==> config.mk <==
export PLATFORM = sky130hd
export DESIGN_NAME = serpentine_scan_point_generator_top_flat
export DESIGN_NICKNAME = d
export VERILOG_FILES = /design/src/rtl/ssg_pkg.sv /design/src/rtl/ssg_chan_if.sv /design/src/rtl/serpentine_scan_point_generator_top.sv /design/src/rtl/ssg_div.sv /design/src/rtl/ssg_mac.sv /design/src/flat_wrapper.sv
export SDC_FILE = /design/constraint.sdc
export NUM_CORES = 2
export LEC_CHECK = 0
export BUFFER_PORTS_ARGS = -buffer_cell sky130_fd_sc_hd__buf_4
export CAP_MARGIN = 20
export CORE_ASPECT_RATIO = 1.2
export CORE_MARGIN = 4
export CORE_UTILIZATION = 30
export CTS_CLUSTER_SIZE = 8
export DETAILED_ROUTE_END_ITERATION = 10
export SYNTH_ARGS = -nofsm -noshare
export SYNTH_HDL_FRONTEND = slang
export SYNTH_HIERARCHICAL = 1
export SYNTH_SLANG_ARGS = --single-unit
==> constraint.sdc <==
create_clock -name clock -period 18.3 [get_ports clock]
set_input_delay 0 -clock clock [delete_from_list [all_inputs] [get_ports clock]]
set_output_delay 0 -clock clock [all_outputs]
set_load 0.01 [all_outputs]
==> src/rtl/ssg_pkg.sv <==
`timescale 1ns / 1ps

package ssg_pkg;

   // Default coordinate register width
   localparam int COORD_BITS_DEFAULT = 16;

   // Width of every numeric input field and reported coordinate
   localparam int FIELD_BITS = 16;

   // Scan indices and point counts (span/step may reach +32768)
   localparam int IDX_BITS = FIELD_BITS + 1;

   // Quotient bits the divider retires per cycle
   localparam int DIV_RADIX_BITS = 2;

   // Action codes
   localparam logic [2:0] ACT_SET     = 3'd0;
   localparam logic [2:0] ACT_MATRIX  = 3'd1;
   localparam logic [2:0] ACT_DEPTH   = 3'd2;
   localparam logic [2:0] ACT_ADVANCE = 3'd3;
   localparam logic [2:0] ACT_STOP    = 3'd4;

   // Result kinds
   localparam logic [2:0] KIND_POINT  = 3'd0;
   localparam logic [2:0] KIND_FINISH = 3'd1;
   localparam logic [2:0] KIND_ABORT  = 3'd2;
   localparam logic [2:0] KIND_SET    = 3'd3;
   localparam logic [2:0] KIND_REJECT = 3'd4;

   // Axis numbers
   localparam logic [1:0] AXIS_X = 2'd0;
   localparam logic [1:0] AXIS_Y = 2'd1;
   localparam logic [1:0] AXIS_Z = 2'd2;

   typedef struct packed {
      logic [2:0]                   action;
      logic signed [FIELD_BITS-1:0] step_size;
      logic signed [FIELD_BITS-1:0] x_offset;
      logic signed [FIELD_BITS-1:0] y_offset;
      logic signed [FIELD_BITS-1:0] z_offset;
      logic signed [FIELD_BITS-1:0] x_span;
      logic signed [FIELD_BITS-1:0] y_span;
      logic signed [FIELD_BITS-1:0] z_span;
   } req_type;

   typedef struct packed {
      logic signed [FIELD_BITS-1:0] x_pos;
      logic signed [FIELD_BITS-1:0] y_pos;
      logic signed [FIELD_BITS-1:0] z_pos;
      logic [2:0]                   result_kind;
      logic                         scan_last;
   } rsp_type;

   // Multiply-add issue control
   typedef struct packed {
      logic       valid;
      logic [1:0] axis;
      logic       sub;
   } mac_issue_type;

   // Multiply-add write-back control
   typedef struct packed {
      logic       valid;
      logic [1:0] axis;
   } mac_wr_type;

endpackage

==> src/rtl/ssg_chan_if.sv <==
`timescale 1ns / 1ps

interface ssg_chan_if #(
   parameter type payload_type = logic
) ();
   logic        valid;
   logic        ready;
   payload_type payload;

   modport source (output valid, output payload, input ready);
   modport sink (input valid, input payload, output ready);
endinterface

==> src/rtl/serpentine_scan_point_generator_top.sv <==
`timescale 1ns / 1ps

// Serpentine 3-axis scan point generator.
// req_ch carries one command item (set position, start matrix or depth scan,
// advance, stop); rsp_ch returns exactly one item per command with the
// position after it, a result kind and a scan-end flag. Both are valid/ready.
// Commands are taken one at a time; req_ch.ready is high only while idle.
// Set position, stop, rejected or finishing advance go straight to the output
// stage. An advance to a new point first places x, y and z in turn through
// the shared multiply-add. A start runs three divisions on the shared divider,
// one per axis at 2 quotient bits per cycle, then placement (none for an
// empty grid).
// A finished result sits in an output register; the next command is taken
// while it waits. If rsp_ch stalls, the following command completes up to
// the output stage and waits there, so at most one further item is accepted.
// Reset (synchronous) clears the position, origin, counts and indices to
// zero and leaves no scan active.
module serpentine_scan_point_generator_top #(
   parameter int COORD_BITS = ssg_pkg::COORD_BITS_DEFAULT
) (
   input  logic       clock,
   input  logic       reset,
   ssg_chan_if.sink   req_ch,
   ssg_chan_if.source rsp_ch
);
   localparam int FB        = ssg_pkg::FIELD_BITS;
   localparam int IB        = ssg_pkg::IDX_BITS;
   localparam int WIDE_BITS = (COORD_BITS > FB) ? COORD_BITS : FB;

   localparam logic [2:0] ST_IDLE     = 3'd0;
   localparam logic [2:0] ST_DIV_GO   = 3'd1;
   localparam logic [2:0] ST_DIV_WAIT = 3'd2;
   localparam logic [2:0] ST_CHECK    = 3'd3;
   localparam logic [2:0] ST_PLACE    = 3'd4;
   localparam logic [2:0] ST_EMIT     = 3'd5;

   logic [2:0]             state_ff, state_in;
   logic [COORD_BITS-1:0]  cur_ff[3], cur_in[3];
   logic [COORD_BITS-1:0]  org_ff[3], org_in[3];
   logic [COORD_BITS-1:0]  start_ff[3], start_in[3];
   logic signed [FB-1:0]   span_ff[3], span_in[3];
   logic signed [IB-1:0]   cnt_ff[3], cnt_in[3];
   logic signed [IB-1:0]   idx_ff[3], idx_in[3];
   logic [1:0]             flag_ff, flag_in;
   logic signed [FB-1:0]   step_ff, step_in;
   logic                   mode_ff, mode_in;
   logic                   active_ff, active_in;
   logic [1:0]             ax_ff, ax_in;
   logic [2:0]             kind_ff, kind_in;
   logic                   last_ff, last_in;
   logic                   rsp_valid_ff, rsp_valid_in;
   ssg_pkg::rsp_type       rsp_data_ff, rsp_data_in;

   ssg_pkg::req_type       req;
   logic                   req_fire;
   logic [COORD_BITS-1:0]  off_c[3];
   logic signed [WIDE_BITS-1:0] off_wide[3];
   logic signed [WIDE_BITS-1:0] pos_wide[3];

   logic                   div_start;
   logic                   div_done;
   logic signed [IB-1:0]   div_q;

   ssg_pkg::mac_issue_type issue;
   logic [COORD_BITS-1:0]  mac_base;
   logic signed [IB-1:0]   mac_idx;
   ssg_pkg::mac_wr_type    wr;
   logic [COORD_BITS-1:0]  wr_value;

   logic signed [IB-1:0]   nx_idx[3];
   logic [1:0]             nx_flag;
   logic                   nx_fin;

   assign req      = req_ch.payload;
   assign req_fire = req_ch.valid && req_ch.ready;
   assign req_ch.ready = (state_ff == ST_IDLE);

   // Offsets brought to coordinate width
   assign off_wide[0] = WIDE_BITS'(req.x_offset);
   assign off_wide[1] = WIDE_BITS'(req.y_offset);
   assign off_wide[2] = WIDE_BITS'(req.z_offset);
   always_comb begin
      for (int k = 0; k < 3; k++) begin
         off_c[k]    = off_wide[k][COORD_BITS-1:0];
         pos_wide[k] = WIDE_BITS'($signed(cur_ff[k]));
      end
   end

   // Shared divider: point counts span / step
   ssg_div u_div (
      .clock    (clock),
      .reset    (reset),
      .start    (div_start),
      .dividend (span_ff[ax_ff]),
      .divisor  (step_ff),
      .done     (div_done),
      .quotient (div_q)
   );

   // Placement issue: one axis per cycle while ax_ff counts 0..2
   always_comb begin
      issue.valid = (state_ff == ST_PLACE) && (ax_ff != 2'd3);
      issue.axis  = ax_ff;
      issue.sub   = 1'b0;
      mac_base    = start_ff[0];
      mac_idx     = idx_ff[1];
      case (ax_ff)
         ssg_pkg::AXIS_X: begin
            mac_base  = start_ff[0];
            mac_idx   = idx_ff[1];
            issue.sub = mode_ff;
         end
         ssg_pkg::AXIS_Y: begin
            mac_base  = start_ff[1];
            mac_idx   = mode_ff ? idx_ff[1] : idx_ff[2];
            issue.sub = mode_ff;
         end
         ssg_pkg::AXIS_Z: begin
            mac_base = start_ff[2];
            mac_idx  = mode_ff ? idx_ff[2] : idx_ff[0];
         end
         default: begin
            mac_base = start_ff[2];
         end
      endcase
   end

   ssg_mac #(
      .COORD_BITS (COORD_BITS)
   ) u_mac (
      .clock    (clock),
      .reset    (reset),
      .issue    (issue),
      .base     (mac_base),
      .idx      (mac_idx),
      .step     (step_ff),
      .wr       (wr),
      .wr_value (wr_value)
   );

   // Serpentine successor of the current indices
   always_comb begin
      for (int k = 0; k < 3; k++) nx_idx[k] = idx_ff[k];
      nx_flag = flag_ff;
      nx_fin  = 1'b0;
      if (!flag_ff[1] && (idx_ff[2] < cnt_ff[2])) begin
         nx_idx[2] = idx_ff[2] + 1'b1;
      end else if (flag_ff[1] && (idx_ff[2] > 0)) begin
         nx_idx[2] = idx_ff[2] - 1'b1;
      end else if (!flag_ff[0] && (idx_ff[1] < cnt_ff[1])) begin
         nx_idx[1]  = idx_ff[1] + 1'b1;
         nx_flag[1] = ~flag_ff[1];
      end else if (flag_ff[0] && (idx_ff[1] > 0)) begin
         nx_idx[1]  = idx_ff[1] - 1'b1;
         nx_flag[1] = ~flag_ff[1];
      end else if (idx_ff[0] < cnt_ff[0]) begin
         nx_idx[0] = idx_ff[0] + 1'b1;
         nx_idx[2] = '0;
         nx_flag   = {1'b0, ~flag_ff[0]};
      end else begin
         nx_fin = 1'b1;
      end
   end

   // Sequencer
   always_comb begin
      state_in     = state_ff;
      flag_in      = flag_ff;
      step_in      = step_ff;
      mode_in      = mode_ff;
      active_in    = active_ff;
      ax_in        = ax_ff;
      kind_in      = kind_ff;
      last_in      = last_ff;
      div_start    = 1'b0;
      rsp_valid_in = rsp_valid_ff && !rsp_ch.ready;
      rsp_data_in  = rsp_data_ff;
      for (int k = 0; k < 3; k++) begin
         cur_in[k]   = cur_ff[k];
         org_in[k]   = org_ff[k];
         start_in[k] = start_ff[k];
         span_in[k]  = span_ff[k];
         cnt_in[k]   = cnt_ff[k];
         idx_in[k]   = idx_ff[k];
      end
      case (state_ff)
         ST_IDLE: begin
            if (req_fire) begin
               kind_in  = ssg_pkg::KIND_REJECT;
               last_in  = 1'b0;
               state_in = ST_EMIT;
               case (req.action)
                  ssg_pkg::ACT_SET: begin
                     for (int k = 0; k < 3; k++) cur_in[k] = off_c[k];
                     kind_in = ssg_pkg::KIND_SET;
                  end
                  ssg_pkg::ACT_MATRIX, ssg_pkg::ACT_DEPTH: begin
                     if ((req.step_size != 0) && !active_ff) begin
                        for (int k = 0; k < 3; k++) begin
                           org_in[k]   = cur_ff[k];
                           start_in[k] = cur_ff[k] + off_c[k];
                           idx_in[k]   = '0;
                           cnt_in[k]   = '0;
                        end
                        span_in[0] = req.x_span;
                        span_in[1] = req.y_span;
                        span_in[2] = req.z_span;
                        step_in    = req.step_size;
                        mode_in    = (req.action == ssg_pkg::ACT_DEPTH);
                        flag_in    = '0;
                        active_in  = 1'b1;
                        ax_in      = ssg_pkg::AXIS_X;
                        state_in   = ST_DIV_GO;
                     end
                  end
                  ssg_pkg::ACT_ADVANCE: begin
                     if (active_ff) begin
                        if (nx_fin) begin
                           for (int k = 0; k < 3; k++) cur_in[k] = org_ff[k];
                           active_in = 1'b0;
                           kind_in   = ssg_pkg::KIND_FINISH;
                           last_in   = 1'b1;
                        end else begin
                           for (int k = 0; k < 3; k++) idx_in[k] = nx_idx[k];
                           flag_in  = nx_flag;
                           kind_in  = ssg_pkg::KIND_POINT;
                           ax_in    = ssg_pkg::AXIS_X;
                           state_in = ST_PLACE;
                        end
                     end
                  end
                  ssg_pkg::ACT_STOP: begin
                     active_in = 1'b0;
                     kind_in   = ssg_pkg::KIND_ABORT;
                     last_in   = 1'b1;
                  end
                  default: begin
                     kind_in = ssg_pkg::KIND_REJECT;
                  end
               endcase
            end
         end
         ST_DIV_GO: begin
            div_start = 1'b1;
            state_in  = ST_DIV_WAIT;
         end
         ST_DIV_WAIT: begin
            if (div_done) begin
               // Map axis count to scan level (outer, middle, inner)
               case (ax_ff)
                  ssg_pkg::AXIS_X: begin
                     if (!mode_ff) cnt_in[1] = div_q;
                  end
                  ssg_pkg::AXIS_Y: begin
                     if (mode_ff) cnt_in[1] = div_q;
                     else cnt_in[2] = div_q;
                  end
                  ssg_pkg::AXIS_Z: begin
                     if (mode_ff) cnt_in[2] = div_q;
                     else cnt_in[0] = div_q;
                  end
                  default: begin
                     cnt_in[0] = cnt_ff[0];
                  end
               endcase
               if (ax_ff == ssg_pkg::AXIS_Z) begin
                  state_in = ST_CHECK;
               end else begin
                  ax_in    = ax_ff + 1'b1;
                  state_in = ST_DIV_GO;
               end
            end
         end
         ST_CHECK: begin
            // Negative count on any level: empty grid
            if (cnt_ff[0] < 0 || cnt_ff[1] < 0 || cnt_ff[2] < 0) begin
               for (int k = 0; k < 3; k++) cur_in[k] = org_ff[k];
               active_in = 1'b0;
               kind_in   = ssg_pkg::KIND_FINISH;
               last_in   = 1'b1;
               state_in  = ST_EMIT;
            end else begin
               kind_in  = ssg_pkg::KIND_POINT;
               last_in  = 1'b0;
               ax_in    = ssg_pkg::AXIS_X;
               state_in = ST_PLACE;
            end
         end
         ST_PLACE: begin
            if (wr.valid) cur_in[wr.axis] = wr_value;
            if (ax_ff == 2'd3) begin
               state_in = ST_EMIT;
            end else begin
               ax_in = ax_ff + 1'b1;
            end
         end
         ST_EMIT: begin
            if (!rsp_valid_ff || rsp_ch.ready) begin
               rsp_valid_in            = 1'b1;
               rsp_data_in.x_pos       = pos_wide[0][FB-1:0];
               rsp_data_in.y_pos       = pos_wide[1][FB-1:0];
               rsp_data_in.z_pos       = pos_wide[2][FB-1:0];
               rsp_data_in.result_kind = kind_ff;
               rsp_data_in.scan_last   = last_ff;
               state_in                = ST_IDLE;
            end
         end
         default: begin
            state_in = ST_IDLE;
         end
      endcase
   end

   always_ff @(posedge clock) begin
      if (reset) begin
         state_ff     <= ST_IDLE;
         flag_ff      <= '0;
         step_ff      <= '0;
         mode_ff      <= 1'b0;
         active_ff    <= 1'b0;
         ax_ff        <= '0;
         rsp_valid_ff <= 1'b0;
         for (int k = 0; k < 3; k++) begin
            cur_ff[k]   <= '0;
            org_ff[k]   <= '0;
            start_ff[k] <= '0;
            cnt_ff[k]   <= '0;
            idx_ff[k]   <= '0;
         end
      end else begin
         state_ff     <= state_in;
         flag_ff      <= flag_in;
         step_ff      <= step_in;
         mode_ff      <= mode_in;
         active_ff    <= active_in;
         ax_ff        <= ax_in;
         rsp_valid_ff <= rsp_valid_in;
         for (int k = 0; k < 3; k++) begin
            cur_ff[k]   <= cur_in[k];
            org_ff[k]   <= org_in[k];
            start_ff[k] <= start_in[k];
            cnt_ff[k]   <= cnt_in[k];
            idx_ff[k]   <= idx_in[k];
         end
      end
      for (int k = 0; k < 3; k++) span_ff[k] <= span_in[k];
      kind_ff     <= kind_in;
      last_ff     <= last_in;
      rsp_data_ff <= rsp_data_in;
   end

   assign rsp_ch.valid   = rsp_valid_ff;
   assign rsp_ch.payload = rsp_data_ff;

`ifndef SYNTH
   // Scan end flag only on finished or aborted results
   assert property (@(posedge clock) disable iff (reset)
      (rsp_ch.valid && rsp_ch.payload.scan_last) |->
         (rsp_ch.payload.result_kind == ssg_pkg::KIND_FINISH ||
          rsp_ch.payload.result_kind == ssg_pkg::KIND_ABORT))
      else $error("scan_last on a result that is not a scan end");

   // Divider completes only while the sequencer waits for it
   assert property (@(posedge clock) disable iff (reset)
      div_done |-> (state_ff == ST_DIV_WAIT))
      else $error("divider done outside of count phase");

   // Placement write-back only during placement
   assert property (@(posedge clock) disable iff (reset)
      wr.valid |-> (state_ff == ST_PLACE && $past(issue.valid)))
      else $error("position write-back outside of placement");
`endif

endmodule

==> src/rtl/ssg_div.sv <==
`timescale 1ns / 1ps

// Signed truncating divider, restoring, DIV_RADIX_BITS quotient bits per cycle
module ssg_div (
   input  logic                                   clock,
   input  logic                                   reset,
   input  logic                                   start,
   input  logic signed [ssg_pkg::FIELD_BITS-1:0]  dividend,
   input  logic signed [ssg_pkg::FIELD_BITS-1:0]  divisor,
   output logic                                   done,
   output logic signed [ssg_pkg::IDX_BITS-1:0]    quotient
);
   localparam int NB         = ssg_pkg::FIELD_BITS;
   localparam int DIV_CYCLES = NB / ssg_pkg::DIV_RADIX_BITS;
   localparam int CNT_BITS   = $clog2(DIV_CYCLES);

   logic                busy_ff, busy_in;
   logic                done_ff, done_in;
   logic [CNT_BITS-1:0] cnt_ff, cnt_in;
   logic                neg_ff, neg_in;
   logic [NB-1:0]       dvs_ff, dvs_in;
   logic [NB:0]         rem_ff, rem_in;
   logic [NB-1:0]       quo_ff, quo_in;

   // Load magnitudes on start, then retire quotient bits
   always_comb begin
      logic [NB:0]   rem_v;
      logic [NB-1:0] quo_v;
      busy_in = busy_ff;
      done_in = 1'b0;
      cnt_in  = cnt_ff;
      neg_in  = neg_ff;
      dvs_in  = dvs_ff;
      rem_in  = rem_ff;
      quo_in  = quo_ff;
      rem_v   = rem_ff;
      quo_v   = quo_ff;
      if (start) begin
         busy_in = 1'b1;
         cnt_in  = '0;
         neg_in  = dividend[NB-1] ^ divisor[NB-1];
         dvs_in  = divisor[NB-1] ? NB'(-divisor) : NB'(divisor);
         quo_in  = dividend[NB-1] ? NB'(-dividend) : NB'(dividend);
         rem_in  = '0;
      end else if (busy_ff) begin
         for (int i = 0; i < ssg_pkg::DIV_RADIX_BITS; i++) begin
            rem_v = {rem_v[NB-1:0], quo_v[NB-1]};
            quo_v = {quo_v[NB-2:0], 1'b0};
            if (rem_v >= {1'b0, dvs_ff}) begin
               rem_v    = rem_v - {1'b0, dvs_ff};
               quo_v[0] = 1'b1;
            end
         end
         rem_in = rem_v;
         quo_in = quo_v;
         cnt_in = cnt_ff + 1'b1;
         if (cnt_ff == CNT_BITS'(DIV_CYCLES - 1)) begin
            busy_in = 1'b0;
            done_in = 1'b1;
         end
      end
   end

   always_ff @(posedge clock) begin
      if (reset) begin
         busy_ff <= 1'b0;
         done_ff <= 1'b0;
         cnt_ff  <= '0;
      end else begin
         busy_ff <= busy_in;
         done_ff <= done_in;
         cnt_ff  <= cnt_in;
      end
      neg_ff <= neg_in;
      dvs_ff <= dvs_in;
      rem_ff <= rem_in;
      quo_ff <= quo_in;
   end

   assign done     = done_ff;
   assign quotient = neg_ff ? -$signed({1'b0, quo_ff}) : $signed({1'b0, quo_ff});

endmodule

==> src/rtl/ssg_mac.sv <==
`timescale 1ns / 1ps

// Shared multiply-add: value = base +/- index * step, one axis per issue
module ssg_mac #(
   parameter int COORD_BITS = ssg_pkg::COORD_BITS_DEFAULT
) (
   input  logic                                  clock,
   input  logic                                  reset,
   input  ssg_pkg::mac_issue_type                issue,
   input  logic [COORD_BITS-1:0]                 base,
   input  logic signed [ssg_pkg::IDX_BITS-1:0]   idx,
   input  logic signed [ssg_pkg::FIELD_BITS-1:0] step,
   output ssg_pkg::mac_wr_type                   wr,
   output logic [COORD_BITS-1:0]                 wr_value
);
   localparam int PROD_BITS = ssg_pkg::IDX_BITS + ssg_pkg::FIELD_BITS;

   logic signed [PROD_BITS-1:0] prod_full;
   logic [COORD_BITS-1:0]       prod_ff;
   logic [COORD_BITS-1:0]       base_ff;
   logic                        sub_ff;
   logic [1:0]                  axis_ff;
   logic                        valid_ff;

   // Product register, then add or subtract on the way to write-back
   assign prod_full = PROD_BITS'(idx) * PROD_BITS'(step);

   always_ff @(posedge clock) begin
      if (reset) begin
         valid_ff <= 1'b0;
      end else begin
         valid_ff <= issue.valid;
      end
      prod_ff <= prod_full[COORD_BITS-1:0];
      base_ff <= base;
      sub_ff  <= issue.sub;
      axis_ff <= issue.axis;
   end

   assign wr.valid = valid_ff;
   assign wr.axis  = axis_ff;
   assign wr_value = sub_ff ? (base_ff - prod_ff) : (base_ff + prod_ff);

endmodule

==> src/flat_wrapper.sv <==
// flat-port wrapper written by rule: the top's interface ports become plain ports
module serpentine_scan_point_generator_top_flat import ssg_pkg::*;
#(
   parameter int COORD_BITS = ssg_pkg::COORD_BITS_DEFAULT
)
  (clock, reset, req_ch_valid, req_ch_payload, req_ch_ready, rsp_ch_valid, rsp_ch_payload, rsp_ch_ready);
  ssg_chan_if #(.payload_type(req_type)) req_ch_i ();
  ssg_chan_if #(.payload_type(rsp_type)) rsp_ch_i ();
  input  logic clock;
  input  logic reset;
  input wire logic [$bits(req_ch_i.valid)-1:0] req_ch_valid;
  input wire logic [$bits(req_ch_i.payload)-1:0] req_ch_payload;
  output wire logic [$bits(req_ch_i.ready)-1:0] req_ch_ready;
  output wire logic [$bits(rsp_ch_i.valid)-1:0] rsp_ch_valid;
  output wire logic [$bits(rsp_ch_i.payload)-1:0] rsp_ch_payload;
  input wire logic [$bits(rsp_ch_i.ready)-1:0] rsp_ch_ready;
  assign req_ch_i.valid = req_ch_valid;
  assign req_ch_i.payload = req_ch_payload;
  assign req_ch_ready = req_ch_i.ready;
  assign rsp_ch_valid = rsp_ch_i.valid;
  assign rsp_ch_payload = rsp_ch_i.payload;
  assign rsp_ch_i.ready = rsp_ch_ready;
  serpentine_scan_point_generator_top #(.COORD_BITS(COORD_BITS)) u_core (.clock(clock), .reset(reset), .req_ch(req_ch_i), .rsp_ch(rsp_ch_i));
endmodule
==> metrics.md <==
| Metric | Value |
|---|---|
| Cells after Synth | 3573 |
| Synthesized area | ~31000 um2 |
| RSZ-0062 raised after global routing | no |
| Max Freq | about 0.14 GHz |
| Max Cap Viol | 0 |
| Initial Utilization | 30.3% |
| Die ar. | around 110000 um2 |
| Clk Latency, worst-skew pair | just over 0.6 ns |
| Worst-Margin Slew | between 1 and 1.5 ns |
| Hold violation total from the final report | 0 |
| Rel. slew slack | approximately 23% |
| Hold crit path type | in -> reg |
| Arrival @ worst endpoint | ~8 ns |
| Fin area | ~37000 um2 |
| Avg Vias per Cell | ~5 |
| Critical path startpoint category | flop |
| Synthesis-to-finish area growth | 19.0% |
| Setup WS pre-CTS | 10.89 ns |
| Largest net degree at the start of global routing | 89 |
| Slew Limit Fails | 0 |
| Die Ht | approximately 360 um |
| Post-synthesis average cell area | about 8.7 um2 |
| Vias in the first global route | 26.4k |
| WL final | between 90000 and 100000 um |
| TNS Setup | 0 ns |
| # DRC | 0 |
| Critical path peak fanout | 22 |
| Total CTS buffers | 69 |
| Total track usage | between 10% and 20% |
| TritonCTS Sinks | 468 |
| CTS Buffer Depth | 3 |
| CP Class | reg -> reg |
| Ant. Diodes | 0 |
| Global-route wire length before repair | between 100000 and 150000 um |
| # setup viols final | 0 |
| CP endpoint kind | flop |
| Grt ovf | 0 |
| Antenna-violating nets left | 0 |
| Site row count | 129 |
| Min Hold Slack | around 0.12 ns |
| Setup ws final | between 10 and 15 ns |
| Status | finished clean |
| H-Tree Depth | 3 |
| DRT iter0 DRCs | approximately 1.9k |
| Share of cells above drive strength 1 | between 10% and 20% |
| Mapped Nets | between 4k and 5k |
| WP data required | about 19 ns |
| Final cycle utilization of the critical path | between 30% and 40% |
| Initial DRT Pass Iterations | 6 |
| Clock tree from TritonCTS | built |
| Worst VDD drop | roughly 0.11 mV |
| PwrDens | roughly 120 nW/um2 |
| # port buffers | about 170 |
| Placed wire-length estimate | 66900 um |
| Reg2reg setup slack | about 11 ns |
| WL/cell | 18.1 um |
| Root Buffer | clkbuf_16 |
| DR vias | about 27k |
| Initial antenna violation count | 2 |
| Clock period minus final worst setup slack | around 7.3 ns |
| Core Area | roughly 100000 um2 |
| Tot Pwr | between 4 and 5 mW |
| Ys Warns | 6 |
| Nets | 4245 |
| Final Skew | 0.0306 ns |
| Clk slew on worst S/H paths | 0.06 ns |
| IO Pins | between 150 and 200 |
| Post-DP Area | 33700 um2 |
| Leakage | between 10 and 15 nW |
| Die Width | 302 um |
| RD Place Congestion | 0.869 |
[placed cells by master (no fill, tap or decap), types with 21 or more instances in the layout]
cell	instances
a31oi_1	24
o21a_1	22
nand3_1	70
xnor2_1	134
clkbuf_1	34
dfxtp_1	331
clkbuf_16	70
a22oi_1	33
and3_1	21
fa_1	86
a221oi_1	50
a211oi_2	21
ha_1	231
a211oi_1	60
o211ai_1	26
and2_1	99
buf_4	212
nor2b_1	32
nor2_1	190
o31ai_1	27
edfxtp_1	137
nand2_1	522
a21o_1	32
o21ai_0	109
or3_1	43
xor2_1	45
nand4_1	26
dlygate4sd3_1	136
inv_1	273
mux2i_1	104
a21oi_1	334
nor4_1	21
nor3_1	53
[report_power, final]
| group | switching, mW | internal (mW) | total (mW) |
|---|---|---|---|
| Combinational | 1.14 | 0.735 | 1.87 |
| Sequential | 0.113 | 1.22 | 1.33 |
| Clock | 0.486 | 0.712 | 1.20 |
[routing by layer]
metal,up-vias,share of wire (%),track usage [%]
met5,-,0.0085,0
met4,2,3.6,6.26
met3,169,5.6,2.39
met2,839,47,28.6
met1,12802,43,21.5
li1,13041,-,-
[state kept, by name, summed over array words and instances, names as in the netlist, 48 cells and up, named ones only]
signal and cells:
u_core/cnt_ff 51, u_core/org_ff 48, u_core/rsp_ch.payload 52, u_core/cur_ff 48, u_core/span_ff 48, u_core/idx_ff 51, u_core/start_ff 48
[cell type report]
cell class	instances	area [um2]
Timing Repair Buffer	352	3000
Inverter	274	1030
Sequential cell	468	10700
Clock buffer	105	1890
Multi-Input combinational cell	2644	18700
Fill cell	10458	66000
Tap cell	1375	1720
Clock inverter	7	106
[per-stage QoR]
step / util [%] / instances
finish: 36.0 / 5225
global route: 36.0 / 5225
global placement: 32.7 / 4969
CTS: 36.0 / 5218
detailed placement: 32.7 / 4970
floorplan: - / 3573
[critical path, stage by stage, from the launching register on]
cell and delay [ns]:
dfxtp_1 0.41, ha_1 0.75, mux2_2 0.51, a22oi_1 0.13, o21ai_0 0.81, nand2_1 0.17
fa_1 0.54, fa_1 0.50, fa_1 0.54, fa_1 0.55, inv_1 0.05, fa_1 0.47
inv_1 0.05, fa_1 0.47, inv_1 0.04, ha_1 0.35, nand3_1 0.11, nor3_1 0.06
a2111oi_2 0.39, a21oi_1 0.16, xnor2_1 0.14
[final timing paths]
check                             end  cells past startpoint               start
max          u_core/u_mac/prod_ff[15]                     20     u_core/ax_ff[0]
min reg2reg  u_core/rsp_ch.payload[3]                      0   u_core/kind_ff[2]
max reg2reg  u_core/u_mac/prod_ff[15]                     20     u_core/ax_ff[0]
min             u_core/span_ff[1][11]                      2  req_ch_payload[27]
[timing repair]
item | in CTS | in global routing
buffers inserted | 0 | 0
hold buffers | 136 | 0
endpoints found under the hold margin | 209 | 0
resized for setup | 0 | 0
No activity file was read; power rests on OpenSTA's default activity.
